**src/rtl/jxe_pkg.sv**
```systemverilog
package jxe_pkg;

    localparam int unsigned PhaseW = 4;

    localparam logic [PhaseW-1:0] PH_SOI0  = 4'd0;
    localparam logic [PhaseW-1:0] PH_SOI1  = 4'd1;
    localparam logic [PhaseW-1:0] PH_MARK0 = 4'd2;
    localparam logic [PhaseW-1:0] PH_MARK1 = 4'd3;
    localparam logic [PhaseW-1:0] PH_LENHI = 4'd4;
    localparam logic [PhaseW-1:0] PH_LENLO = 4'd5;
    localparam logic [PhaseW-1:0] PH_SKIP  = 4'd6;
    localparam logic [PhaseW-1:0] PH_ID    = 4'd7;
    localparam logic [PhaseW-1:0] PH_EMIT  = 4'd8;
    localparam logic [PhaseW-1:0] PH_DONE  = 4'd9;

    localparam logic [7:0] MK_PREFIX = 8'hFF;
    localparam logic [7:0] MK_SOI    = 8'hD8;
    localparam logic [7:0] MK_RST0   = 8'hD0;
    localparam logic [7:0] MK_RST7   = 8'hD7;
    localparam logic [7:0] MK_SOS    = 8'hDA;
    localparam logic [7:0] MK_EOI    = 8'hD9;
    localparam logic [7:0] MK_APP1   = 8'hE1;

    localparam logic [2:0]  ID_LEN      = 3'd6;
    localparam logic [15:0] APP1_MINLEN = 16'd9;

    typedef struct packed {
        logic [7:0] exif_byte;
        logic       byte_valid;
        logic       final_result;
        logic       found;
    } t_result;

    typedef struct packed {
        logic              res_valid;
        t_result           res;
        logic [PhaseW-1:0] phase;
    } t_parse_out;

    function automatic logic [7:0] exif_ident(input logic [2:0] idx);
        logic [7:0] v;
        unique case (idx)
            3'd0:    v = 8'h45;
            3'd1:    v = 8'h78;
            3'd2:    v = 8'h69;
            3'd3:    v = 8'h66;
            default: v = 8'h00;
        endcase
        return v;
    endfunction

endpackage

```
**src/rtl/jpeg_exif_segment_extractor.sv**
```systemverilog
// JPEG Exif segment extractor.
// Slave stream: one file byte per word (tdata[7:0]), tlast on the final byte.
// Master stream: tdata[7:0] is a payload byte, tuser[0] byte valid, tuser[1]
// found, tlast on the last result for the file. Payload bytes follow the
// "Exif\0\0" identifier of the first suitable APP1 segment; if none is found,
// or the file is corrupt or ends early, one word with tuser = 0 and tlast = 1
// is sent instead.
// Config channel: i_cfg_data loads the file length in bytes; always ready.
// Write it between files.
// Each byte is parsed in the cycle it is accepted; a result appears on the
// master side in the cycle after the causing byte. One byte per cycle
// sustained; the single output register is the only buffer, so s_axis_tready
// drops while a result waits and m_axis_tready is low.
// Bytes after the outcome is settled are absorbed until tlast, after which
// the parser expects a new start-of-image marker.
// Reset (i_rst_n low, synchronous) clears the parser, the output valid flag
// and the length register.
module jpeg_exif_segment_extractor (
    input  logic        i_clk,
    input  logic        i_rst_n,
    input  logic        s_axis_tvalid,
    output logic        s_axis_tready,
    input  logic [7:0]  s_axis_tdata,   // [7:0] data_byte
    input  logic        s_axis_tlast,
    output logic        m_axis_tvalid,
    input  logic        m_axis_tready,
    output logic [7:0]  m_axis_tdata,   // [7:0] exif_byte
    output logic [1:0]  m_axis_tuser,   // [0] byte_valid, [1] found
    output logic        m_axis_tlast,
    input  logic        i_cfg_valid,
    output logic        o_cfg_ready,
    input  logic [31:0] i_cfg_data
);
    import jxe_pkg::*;

    logic       r_out_valid;
    t_result    r_out;
    logic [31:0] r_stream_len;
    t_parse_out parse;
    logic       s_accept;

    assign s_axis_tready = !r_out_valid || m_axis_tready;
    assign s_accept      = s_axis_tvalid && s_axis_tready;
    assign o_cfg_ready   = 1'b1;

    jxe_parser u_parser (
        .i_clk        (i_clk),
        .i_rst_n      (i_rst_n),
        .i_step       (s_accept),
        .i_byte       (s_axis_tdata),
        .i_eos        (s_axis_tlast),
        .i_stream_len (r_stream_len),
        .o_out        (parse)
    );

    always_ff @(posedge i_clk) begin
        if (!i_rst_n) begin
            r_stream_len <= 32'd0;
        end else if (i_cfg_valid) begin
            r_stream_len <= i_cfg_data;
        end
    end

    always_ff @(posedge i_clk) begin
        if (!i_rst_n) begin
            r_out_valid <= 1'b0;
        end else if (s_accept && parse.res_valid) begin
            r_out_valid <= 1'b1;
        end else if (m_axis_tready) begin
            r_out_valid <= 1'b0;
        end
    end

    always_ff @(posedge i_clk) begin
        if (s_accept && parse.res_valid) begin
            r_out <= parse.res;
        end
    end

    assign m_axis_tvalid = r_out_valid;
    assign m_axis_tdata  = r_out.exif_byte;
    assign m_axis_tuser  = {r_out.found, r_out.byte_valid};
    assign m_axis_tlast  = r_out.final_result;

    a_nf_is_last: assert property (@(posedge i_clk) disable iff (!i_rst_n)
        m_axis_tvalid && !m_axis_tuser[0] |-> m_axis_tlast)
        else $error("not-found word without tlast");

    a_found_flags: assert property (@(posedge i_clk) disable iff (!i_rst_n)
        m_axis_tvalid |-> m_axis_tuser[0] == m_axis_tuser[1])
        else $error("found and byte valid disagree");

    a_eos_restart: assert property (@(posedge i_clk) disable iff (!i_rst_n)
        s_accept && s_axis_tlast |=> parse.phase == PH_SOI0)
        else $error("parser not restarted after last byte");

    a_last_empty: assert property (@(posedge i_clk) disable iff (!i_rst_n)
        s_accept && s_axis_tlast && parse.res_valid |-> parse.res.final_result)
        else $error("result on last byte not final");

endmodule

```
**src/rtl/jxe_parser.sv**
```systemverilog
module jxe_parser (
    input  logic                i_clk,
    input  logic                i_rst_n,
    input  logic                i_step,
    input  logic [7:0]          i_byte,
    input  logic                i_eos,
    input  logic [31:0]         i_stream_len,
    output jxe_pkg::t_parse_out o_out
);
    import jxe_pkg::*;

    logic [PhaseW-1:0] r_phase,    n_phase;
    logic [31:0]       r_offset,   n_offset;
    logic              r_is_app1,  n_is_app1;
    logic [15:0]       r_seg_len,  n_seg_len;
    logic [15:0]       r_seg_rem,  n_seg_rem;
    logic [2:0]        r_id_idx,   n_id_idx;

    logic        res_v;
    t_result     res;
    logic        do_adv;
    logic [31:0] adv_base;
    logic [16:0] adv_step;
    logic [15:0] len16;
    logic [15:0] rem_dec;
    logic [33:0] seg_end;
    logic [32:0] adv_room;

    always_comb begin
        n_phase   = r_phase;
        n_offset  = r_offset;
        n_is_app1 = r_is_app1;
        n_seg_len = r_seg_len;
        n_seg_rem = r_seg_rem;
        n_id_idx  = r_id_idx;
        res_v     = 1'b0;
        res       = '{exif_byte: 8'h00, byte_valid: 1'b0, final_result: 1'b1, found: 1'b0};
        do_adv    = 1'b0;
        adv_base  = r_offset;
        adv_step  = 17'd2;
        len16     = {r_seg_len[15:8], i_byte};
        rem_dec   = r_seg_rem - 16'd1;
        seg_end   = {2'b00, r_offset} + 34'd2 + {18'd0, len16};
        adv_room  = 33'd0;

        unique case (r_phase)
            PH_SOI0: begin
                if (i_stream_len < 32'd4 || i_byte != MK_PREFIX) begin
                    res_v   = 1'b1;
                    n_phase = PH_DONE;
                end else begin
                    n_phase = PH_SOI1;
                end
            end
            PH_SOI1: begin
                if (i_byte != MK_SOI) begin
                    res_v   = 1'b1;
                    n_phase = PH_DONE;
                end else begin
                    adv_base = 32'd0;
                    do_adv   = 1'b1;
                end
            end
            PH_MARK0: begin
                if (i_byte != MK_PREFIX) begin
                    res_v   = 1'b1;
                    n_phase = PH_DONE;
                end else begin
                    n_phase = PH_MARK1;
                end
            end
            PH_MARK1: begin
                if (i_byte == MK_SOI || (i_byte >= MK_RST0 && i_byte <= MK_RST7)) begin
                    do_adv = 1'b1;
                end else if (i_byte == MK_SOS || i_byte == MK_EOI) begin
                    res_v   = 1'b1;
                    n_phase = PH_DONE;
                end else begin
                    n_is_app1 = (i_byte == MK_APP1);
                    n_phase   = PH_LENHI;
                end
            end
            PH_LENHI: begin
                n_seg_len = {i_byte, 8'h00};
                n_phase   = PH_LENLO;
            end
            PH_LENLO: begin
                n_seg_len = len16;
                if (len16 < 16'd2 || seg_end > {2'b00, i_stream_len}) begin
                    res_v   = 1'b1;
                    n_phase = PH_DONE;
                end else if (len16 == 16'd2) begin
                    adv_step = 17'd4;
                    do_adv   = 1'b1;
                end else begin
                    n_seg_rem = len16 - 16'd2;
                    n_id_idx  = 3'd0;
                    n_phase   = (r_is_app1 && len16 >= APP1_MINLEN) ? PH_ID : PH_SKIP;
                end
            end
            PH_SKIP: begin
                n_seg_rem = rem_dec;
                adv_step  = {1'b0, r_seg_len} + 17'd2;
                do_adv    = (rem_dec == 16'd0);
            end
            PH_ID: begin
                n_seg_rem = rem_dec;
                if (r_id_idx < ID_LEN && i_byte == exif_ident(r_id_idx)) begin
                    n_id_idx = r_id_idx + 3'd1;
                    if (r_id_idx + 3'd1 == ID_LEN) begin
                        n_phase = PH_EMIT;
                    end
                end else begin
                    n_phase = PH_SKIP;
                end
                adv_step = {1'b0, r_seg_len} + 17'd2;
                do_adv   = (rem_dec == 16'd0);
            end
            PH_EMIT: begin
                n_seg_rem = rem_dec;
                res_v     = 1'b1;
                res       = '{exif_byte: i_byte, byte_valid: 1'b1,
                              final_result: (rem_dec == 16'd0), found: 1'b1};
                if (rem_dec == 16'd0) begin
                    n_phase = PH_DONE;
                end
            end
            default: begin
            end
        endcase

        // step to next marker position, need four bytes left
        if (do_adv) begin
            n_offset = adv_base + {15'd0, adv_step};
            adv_room = {1'b0, n_offset} + 33'd4;
            if (adv_room > {1'b0, i_stream_len}) begin
                res_v   = 1'b1;
                res     = '{exif_byte: 8'h00, byte_valid: 1'b0, final_result: 1'b1,
                            found: 1'b0};
                n_phase = PH_DONE;
            end else begin
                n_phase = PH_MARK0;
            end
        end

        if (i_eos) begin
            if ((res_v && !res.final_result) || (!res_v && n_phase != PH_DONE)) begin
                res_v = 1'b1;
                res   = '{exif_byte: 8'h00, byte_valid: 1'b0, final_result: 1'b1,
                          found: 1'b0};
            end
            n_phase   = PH_SOI0;
            n_offset  = 32'd0;
            n_is_app1 = 1'b0;
            n_seg_len = 16'd0;
            n_seg_rem = 16'd0;
            n_id_idx  = 3'd0;
        end
    end

    always_ff @(posedge i_clk) begin
        if (!i_rst_n) begin
            r_phase   <= PH_SOI0;
            r_offset  <= 32'd0;
            r_is_app1 <= 1'b0;
            r_seg_len <= 16'd0;
            r_seg_rem <= 16'd0;
            r_id_idx  <= 3'd0;
        end else if (i_step) begin
            r_phase   <= n_phase;
            r_offset  <= n_offset;
            r_is_app1 <= n_is_app1;
            r_seg_len <= n_seg_len;
            r_seg_rem <= n_seg_rem;
            r_id_idx  <= n_id_idx;
        end
    end

    assign o_out = '{res_valid: res_v, res: res, phase: r_phase};

endmodule
```
**config.mk**
```make
export PLATFORM = sky130hd
export DESIGN_NAME = jpeg_exif_segment_extractor
export DESIGN_NICKNAME = d
export VERILOG_FILES = /design/src/rtl/jxe_pkg.sv /design/src/rtl/jpeg_exif_segment_extractor.sv /design/src/rtl/jxe_parser.sv
export SDC_FILE = /design/constraint.sdc
export NUM_CORES = 1
export LEC_CHECK = 0
export BUFFER_PORTS_ARGS = -buffer_cell sky130_fd_sc_hd__buf_2
export CAP_MARGIN = 20
export CORE_MARGIN = 4
export CORE_UTILIZATION = 41
export CTS_CLUSTER_DIAMETER = 120
export DETAILED_ROUTE_END_ITERATION = 10
export SLEW_MARGIN = 25
export SYNTH_ARGS = -nofsm -noshare
export SYNTH_HDL_FRONTEND = slang
export SYNTH_SLANG_ARGS = --single-unit
```
**constraint.sdc**
```tcl
create_clock -name i_clk -period 12 [get_ports i_clk]
set_input_delay 1.8 -clock i_clk [delete_from_list [all_inputs] [get_ports i_clk]]
set_output_delay 1.8 -clock i_clk [all_outputs]
set_load 0.005 [all_outputs]
```
Yosys cells after proc, flatten, opt, wreduce, memory -nomap -nowiden
Index checks and enable logic that the tools add are counted.
{ "totals": {"register_bits": 116, "out_inout_bits": 14, "word_cells": 152} }
{ "op_classes": {"add_sub_neg": 8, "magnitude_cmp": 8, "eq_ne": 27, "mux": 62, "reduce_logical": 34} }
{ "op_table": {"columns": ["operator", "count"], "rows": [
  ["$mux W32", 4],
  ["$mux W16", 4],
  ["$pmux W16 S2", 2],
  ["$mux W11", 5],
  ["$mux W4", 13],
  ["$add A34 B16 Y34", 1],
  ["$gt A34 B32 Y1", 1],
  ["$pmux W17 S2", 1],
  ["$add A32 B2 Y33 const B", 1],
  ["$add A32 B3 Y33 const B", 1],
  ["$gt A33 B32 Y1", 1],
  ["$add A32 B17 Y32", 1],
  ["$eq A8 B8 Y1 const B", 4],
  ["$lt A32 B3 Y1 const B", 1],
  ["$pmux W4 S8", 1],
  ["$pmux W7 S4", 1],
  ["$mux W1", 21],
  ["$add A16 B2 Y17 const B", 1],
  ["$mux W17", 1],
  ["$eq A16 B2 Y1 const B", 1],
  ["$eq A4 B3 Y1 const B", 4],
  ["$ge A16 B4 Y1 const B", 1],
  ["$logic_not A16 Y1", 1],
  ["$lt A16 B2 Y1 const B", 1],
  ["36 further kinds", 66]
]} }

Longest topological paths before layout
{ "depth": {"word_depth": 18, "mapped_depth": 51, "ltp_nobuf": 47} }

By module
Synthesis repeated with hierarchy kept, for this count alone.
{ "unflattened": {"cells_unflattened": 1457, "hier_area_um2": 11461.0} }
{ "modules_own_cells": {"columns": ["module", "instances", "cells_each", "area_per_inst_um2", "seq_area_each_um2"], "rows": [
  ["jxe_parser", 1, 1335, 9825.7, 1441.4],
  ["jpeg_exif_segment_extractor", 1, 122, 1635.3, 991.0]
]} }

Least setup slack after synthesis
Ideal clock, no wire load.
{ "synth_timing": {"kind": "input -> register", "from": "input s_axis_tdata[1]", "to": "register r_out, in the netlist m_axis_tdata[0], enable pin", "setup_time_ns": 0.380, "t_arrival_ns": 11.149, "required_ns": 11.620, "path_slack_ns": 0.470, "path_stages": 42, "path_buffers": 2, "cell_sequence": "clkbuf_1 inv_1 fa_1 nor2b_1 o21ai_0 a21boi_0 o21ai_0 o31ai_1 and2_1 and3_1 xnor3_1 ha_1 nor2b_1 o21ai_0 a21oi_1 a31o_2 a21oi_1 nand2_1 [... 6 more ...] o21ai_1 o311ai_1 xor2_1 nand4_1 or4b_1 clkbuf_1 nor4_1 a31o_2 a21oi_1 ha_1 a21o_1 a21oi_1 o211ai_1 a21oi_1 a211o_1 a211oi_1 a21oi_1 a21oi_1"} }
{ "synth_between": {"elab_chain_cells": 16, "word_cells_on_any_way": 65, "classes_between": "3 x add/sub; 6 x order compare; 8 x eq/ne; 35 x mux; 13 x reduce/logical"} }
{ "synth_rtl": {"columns": ["element", "line_no", "text"], "rows": [
  ["start, declared", "jpeg_exif_segment_extractor.sv:23", "input logic [7:0] s_axis_tdata,"],
  ["$add A34 B16 Y34", "jxe_parser.sv:43", "seg_end = {2'b00, r_offset} + 34'd2 + {18'd0, len16};"],
  ["$gt A34 B32 Y1", "jxe_parser.sv:89", "if (len16 < 16'd2 || seg_end > {2'b00, i_stream_len}) begin"],
  ["$logic_or A1 B1 Y1", "jxe_parser.sv:89", null],
  ["$mux W17", "jxe_parser.sv:89", null],
  ["$pmux W17 S2", "jxe_parser.sv:46", "unique case (r_phase)"],
  ["$add A32 B17 Y32", "jxe_parser.sv:134", "n_offset = adv_base + {15'd0, adv_step};"],
  ["$add A32 B3 Y33", "jxe_parser.sv:135", "adv_room = {1'b0, n_offset} + 33'd4;"],
  ["$gt A33 B32 Y1", "jxe_parser.sv:136", "if (adv_room > {1'b0, i_stream_len}) begin"],
  ["$mux W4 (tied with other cells)", "jxe_parser.sv:136", null],
  ["$mux W4 (tied with other cells)", "jxe_parser.sv:133", "if (do_adv) begin"],
  ["$ne A4 B4 Y1 or $logic_not A1 Y1 (tied branches)", "jxe_parser.sv:147", "if ((res_v && !res.final_result) || (!res_v && n_phase != PH_DONE)) begin"],
  ["$logic_and A1 B1 Y1", "jxe_parser.sv:147", null],
  ["$logic_or A1 B1 Y1", "jxe_parser.sv:147", null],
  ["$mux W1", "jxe_parser.sv:147", null],
  ["$mux W1 (*)", "jxe_parser.sv:146", "if (i_eos) begin"],
  ["$logic_and A1 B1 Y1 (*)", "jpeg_exif_segment_extractor.sv:75", "if (s_accept && parse.res_valid) begin"],
  ["end signal, assigned", "jpeg_exif_segment_extractor.sv:76", "r_out <= parse.res;"],
  ["end, declared", "jpeg_exif_segment_extractor.sv:37", "t_result r_out;"]
]} }
Every way passes the cells marked *; elsewhere a longest branch is shown, timed or not.
A chain may end at the register's enable or synchronous reset.

Worst setup path after layout
{ "layout_timing": {"from": "input s_axis_tdata[0]", "to": "register r_out, in the netlist m_axis_tdata[5], enable pin"} }
Same word-level chain as after synthesis.

==> out/results.ini <==
[outcome]
outcome=finished, final reports clean

[drt]
drt-total-wl_mm=37.5
dr.pass1.iters=8
vias_per_cell=5.88
drc_errors=0
via_count=11500
drt_iter0_markers=1094
wire_per_inst_um=19.2
drt.antenna.violating_nets=0

[power]
leakagePower_nw=5.26
peakVddDrop_mv=0.0878
p_per_area_mw_per_mm2=83.8
finalPower_mw=1.08

[layout]
stdcell_count=1954
fillers=2795
multi_input_area_mm2=0.00866
drive_above_1_share_pct=10.1
fin_util_pct=46.1
areaGrowthSynthToFinish_pct=10.5
nets=1724
diodes=0
regArea_mm2=0.00240

[yosys]
ys_top_cells_by_area=dfxtp_1, ha_1, xnor2_1
yosysTopAreaCell=dfxtp_1
synth.mux.area_fraction_pct=3.97
postSynthCellCount=1548
ys_ff_latch=115
synth_top_family_by_area=simple AND/OR/NAND/NOR gates
netlist.area_leader.share_pct=18.1
synthSimpleGateAreaFrac_pct=28.1
post-synth-top-count-cell=nor2_1
syn_avg_cell_area_um2=7.52
yosys_warnings=0
synth_area_mm2=0.0116
ys_types=86
synth-seq-area-share_pct=20.6
yosys.area_share.adder_pct=12.5
ys_top_cells_by_count=nor2_1, nand2_1, ha_1
ys.flop_type=dfxtp_1
synth-compound-area-share_pct=18.7
synth_nets=1709
async_reset_ff_share_pct=0
synth_edf_count=10
synthXorXnorAreaFrac_pct=10.6

[floorplanning]
die_h_um=177
die_area_mm2=0.0312
die_w_um=177
core_mm2=0.0279
row_count=61
io_pins=60
start_util_pct=41.7

[grt]
track_usage_pct=23.7
grt_max_degree=59
grt_pass1_vias=10600
overflow=0
grt_pass1_wl_mm=59.3
grt_antenna_before_repair=0

[sta]
max_freq_ghz=0.0874
max-slew-margin-rel_pct=33.6
fin_ws_ns=0.560
period_share_pct=95.3
fin_tns_setup_ns=0
skew_ns=0.0148
tightestPinTransition_ns=0.996
hold_viol=0
drv_slew=0
fin_crit_ns=11.44
setup_viol=0
grt_setup_unrepaired=no

[worst_hold_path]
min_path_cells=2
hold_end=u_parser.r_seg_len[0]$_SDFFE_PN0P_
hold_path.class=reg2reg
worstHoldStart=u_parser.r_seg_len[0]$_SDFFE_PN0P_

[clocking]
cts.clk_slew.worst_paths_ns=0.06
post-cts-setup-buffers=0
postCtsHoldBufs=0
cts_root_buf=clkbuf_16
htree_levels=4
cts_max_path_buffers=2
cts_tree=done
cts_buffers=17
ctsResizeCount=0
cts_num_sinks=115
clk_latency_ns=0.43

[critical_path]
path_class=in2reg
start_kind=input pin
cpMostUsedCell=a21oi_1
cp-end-kind=register
reg2reg_to=m_axis_tdata[5]$_DFFE_PP_
cp_max_fo=10
r2r_slack_ns=0.82
slowest_stage=or4b_1
worstPathArrival_ns=11.58
r2r_cells=45
cp_top_family=simple AND/OR/NAND/NOR gates
crit_buf_inv=4
r2r_start=u_parser.r_offset[3]$_SDFFE_PN0P_
critPathRequiredTime_ns=12.14
max_stage_delay_ns=0.69

[placement]
dp.cells=1922
gp_congestion=0.907
post-place-ws_ns=-0.185
place.detailed.hpwl_mm=28.6
port_buffers=58

[run]
drv_cap=0

-- worst register-to-register path: cells and delay by family, from the launching register on --
| family | cells | cell delay [ns] |
|---|---|---|
| simple gates | 16 | 4.48 |
| buf+inv | 2 | 0.38 |
| fa+ha+maj | 4 | 1.19 |
| xor+xnor | 3 | 0.66 |
| flops | 1 | 0.48 |
| compound gates | 20 | 3.69 |
-- cells in the final DEF (no fill, tap or decap), types with 7 or more instances in the layout --
cell type  synthesis  final
a211oi_1          26     25
a21o_1            20     20
a21oi_1          104    103
a22oi_1           24     24
a31oi_1           11     11
a32oi_1            7      7
and2_1            33     33
and3_1            12     12
and4_1            15     15
buf_2             10     58
buf_4              4     28
clkbuf_16          0     17
dfxtp_1          105    105
edfxtp_1          10     10
ha_1             113    113
inv_1             71     70
mux2i_1           45     45
nand2_1          122    122
nand2b_1          16     16
nand3_1           65     65
nand4_1           46     46
nor2_1           188    187
nor2b_1           21     21
nor3_1            32     31
nor4_1            30     28
o211ai_1           7      7
o21a_1             7      7
o21ai_0           54     52
o21bai_1          10     10
or3_1             14     14
xnor2_1           81     80
xor2_1            57     57
-- flip-flops by register name, summed over array words and instances, names as in the netlist, 3 cells and up --
name and count:
u_parser.r_id_idx 3, u_parser.r_seg_len 16, u_parser.r_offset 32, u_parser.r_seg_rem 16, m_axis_tdata 8, r_stream_len 32
u_parser.r_phase 4
-- per-stage QoR --
stage                     hold slack [ns]  cell area [um2]
final                               0.493            12900
after global routing                0.515            12900
after CTS                           0.483            12800
after detailed placement            0.474            12200
after global placement              0.471            12200
after floorplan                     0.454            11600
-- per-layer routing --
layer  track usage (%)  part of all wire [%]  vias to the layer above
met4              6.16                   1.9                        0
met5                 0                     0                        -
met3              3.38                   7.0                       52
li1                  -                     -                     5608
met2              36.3                    44                      443
met1              34.9                    48                     5377
-- power breakdown --
part / internal [mW] / switching, mW
combinational: 0.0613 / 0.0982
sequential: 0.399 / 0.0143
clock: 0.292 / 0.214
total: 0.752 / 0.327
-- kinds of logic (layout without fill, tap and decap cells) --
family / Yosys count / count (layout)
adders and majority gates: 115 / 115
AOI/OAI and AO/OA: 333 / 333
other: 1 / 1
xor gates and xnor gates: 139 / 139
buffers and inverters: 161 / 189
muxes: 46 / 46
and+or+nand+nor: 638 / 638
DFF: 115 / 115
-- worst max-delay path by stage --
stage | end | start | cells after the start
finish | m_axis_tdata[5]$_DFFE_PP_ | s_axis_tdata[0] | 43
global route | m_axis_tdata[6]$_DFFE_PP_ | s_axis_tdata[0] | 44
global placement | m_axis_tdata[5]$_DFFE_PP_ | s_axis_tdata[0] | 44
detailed placement | m_axis_tdata[5]$_DFFE_PP_ | s_axis_tdata[1] | 45
floorplan | m_axis_tdata[0]$_DFFE_PP_ | s_axis_tdata[1] | 42
CTS | m_axis_tdata[1]$_DFFE_PP_ | s_axis_tdata[1] | 45
-- final cells by class --
cell class	count	share of cell area, %
Clock inverter	14	0.982
Tap cell	378	3.68
Inverter	71	2.08
Sequential cell	115	18.7
Timing Repair Buffer	86	3.89
Clock buffer	18	3.41
Multi-Input combinational cell	1272	67.3
No activity file was read; power rests on OpenSTA's default activity.
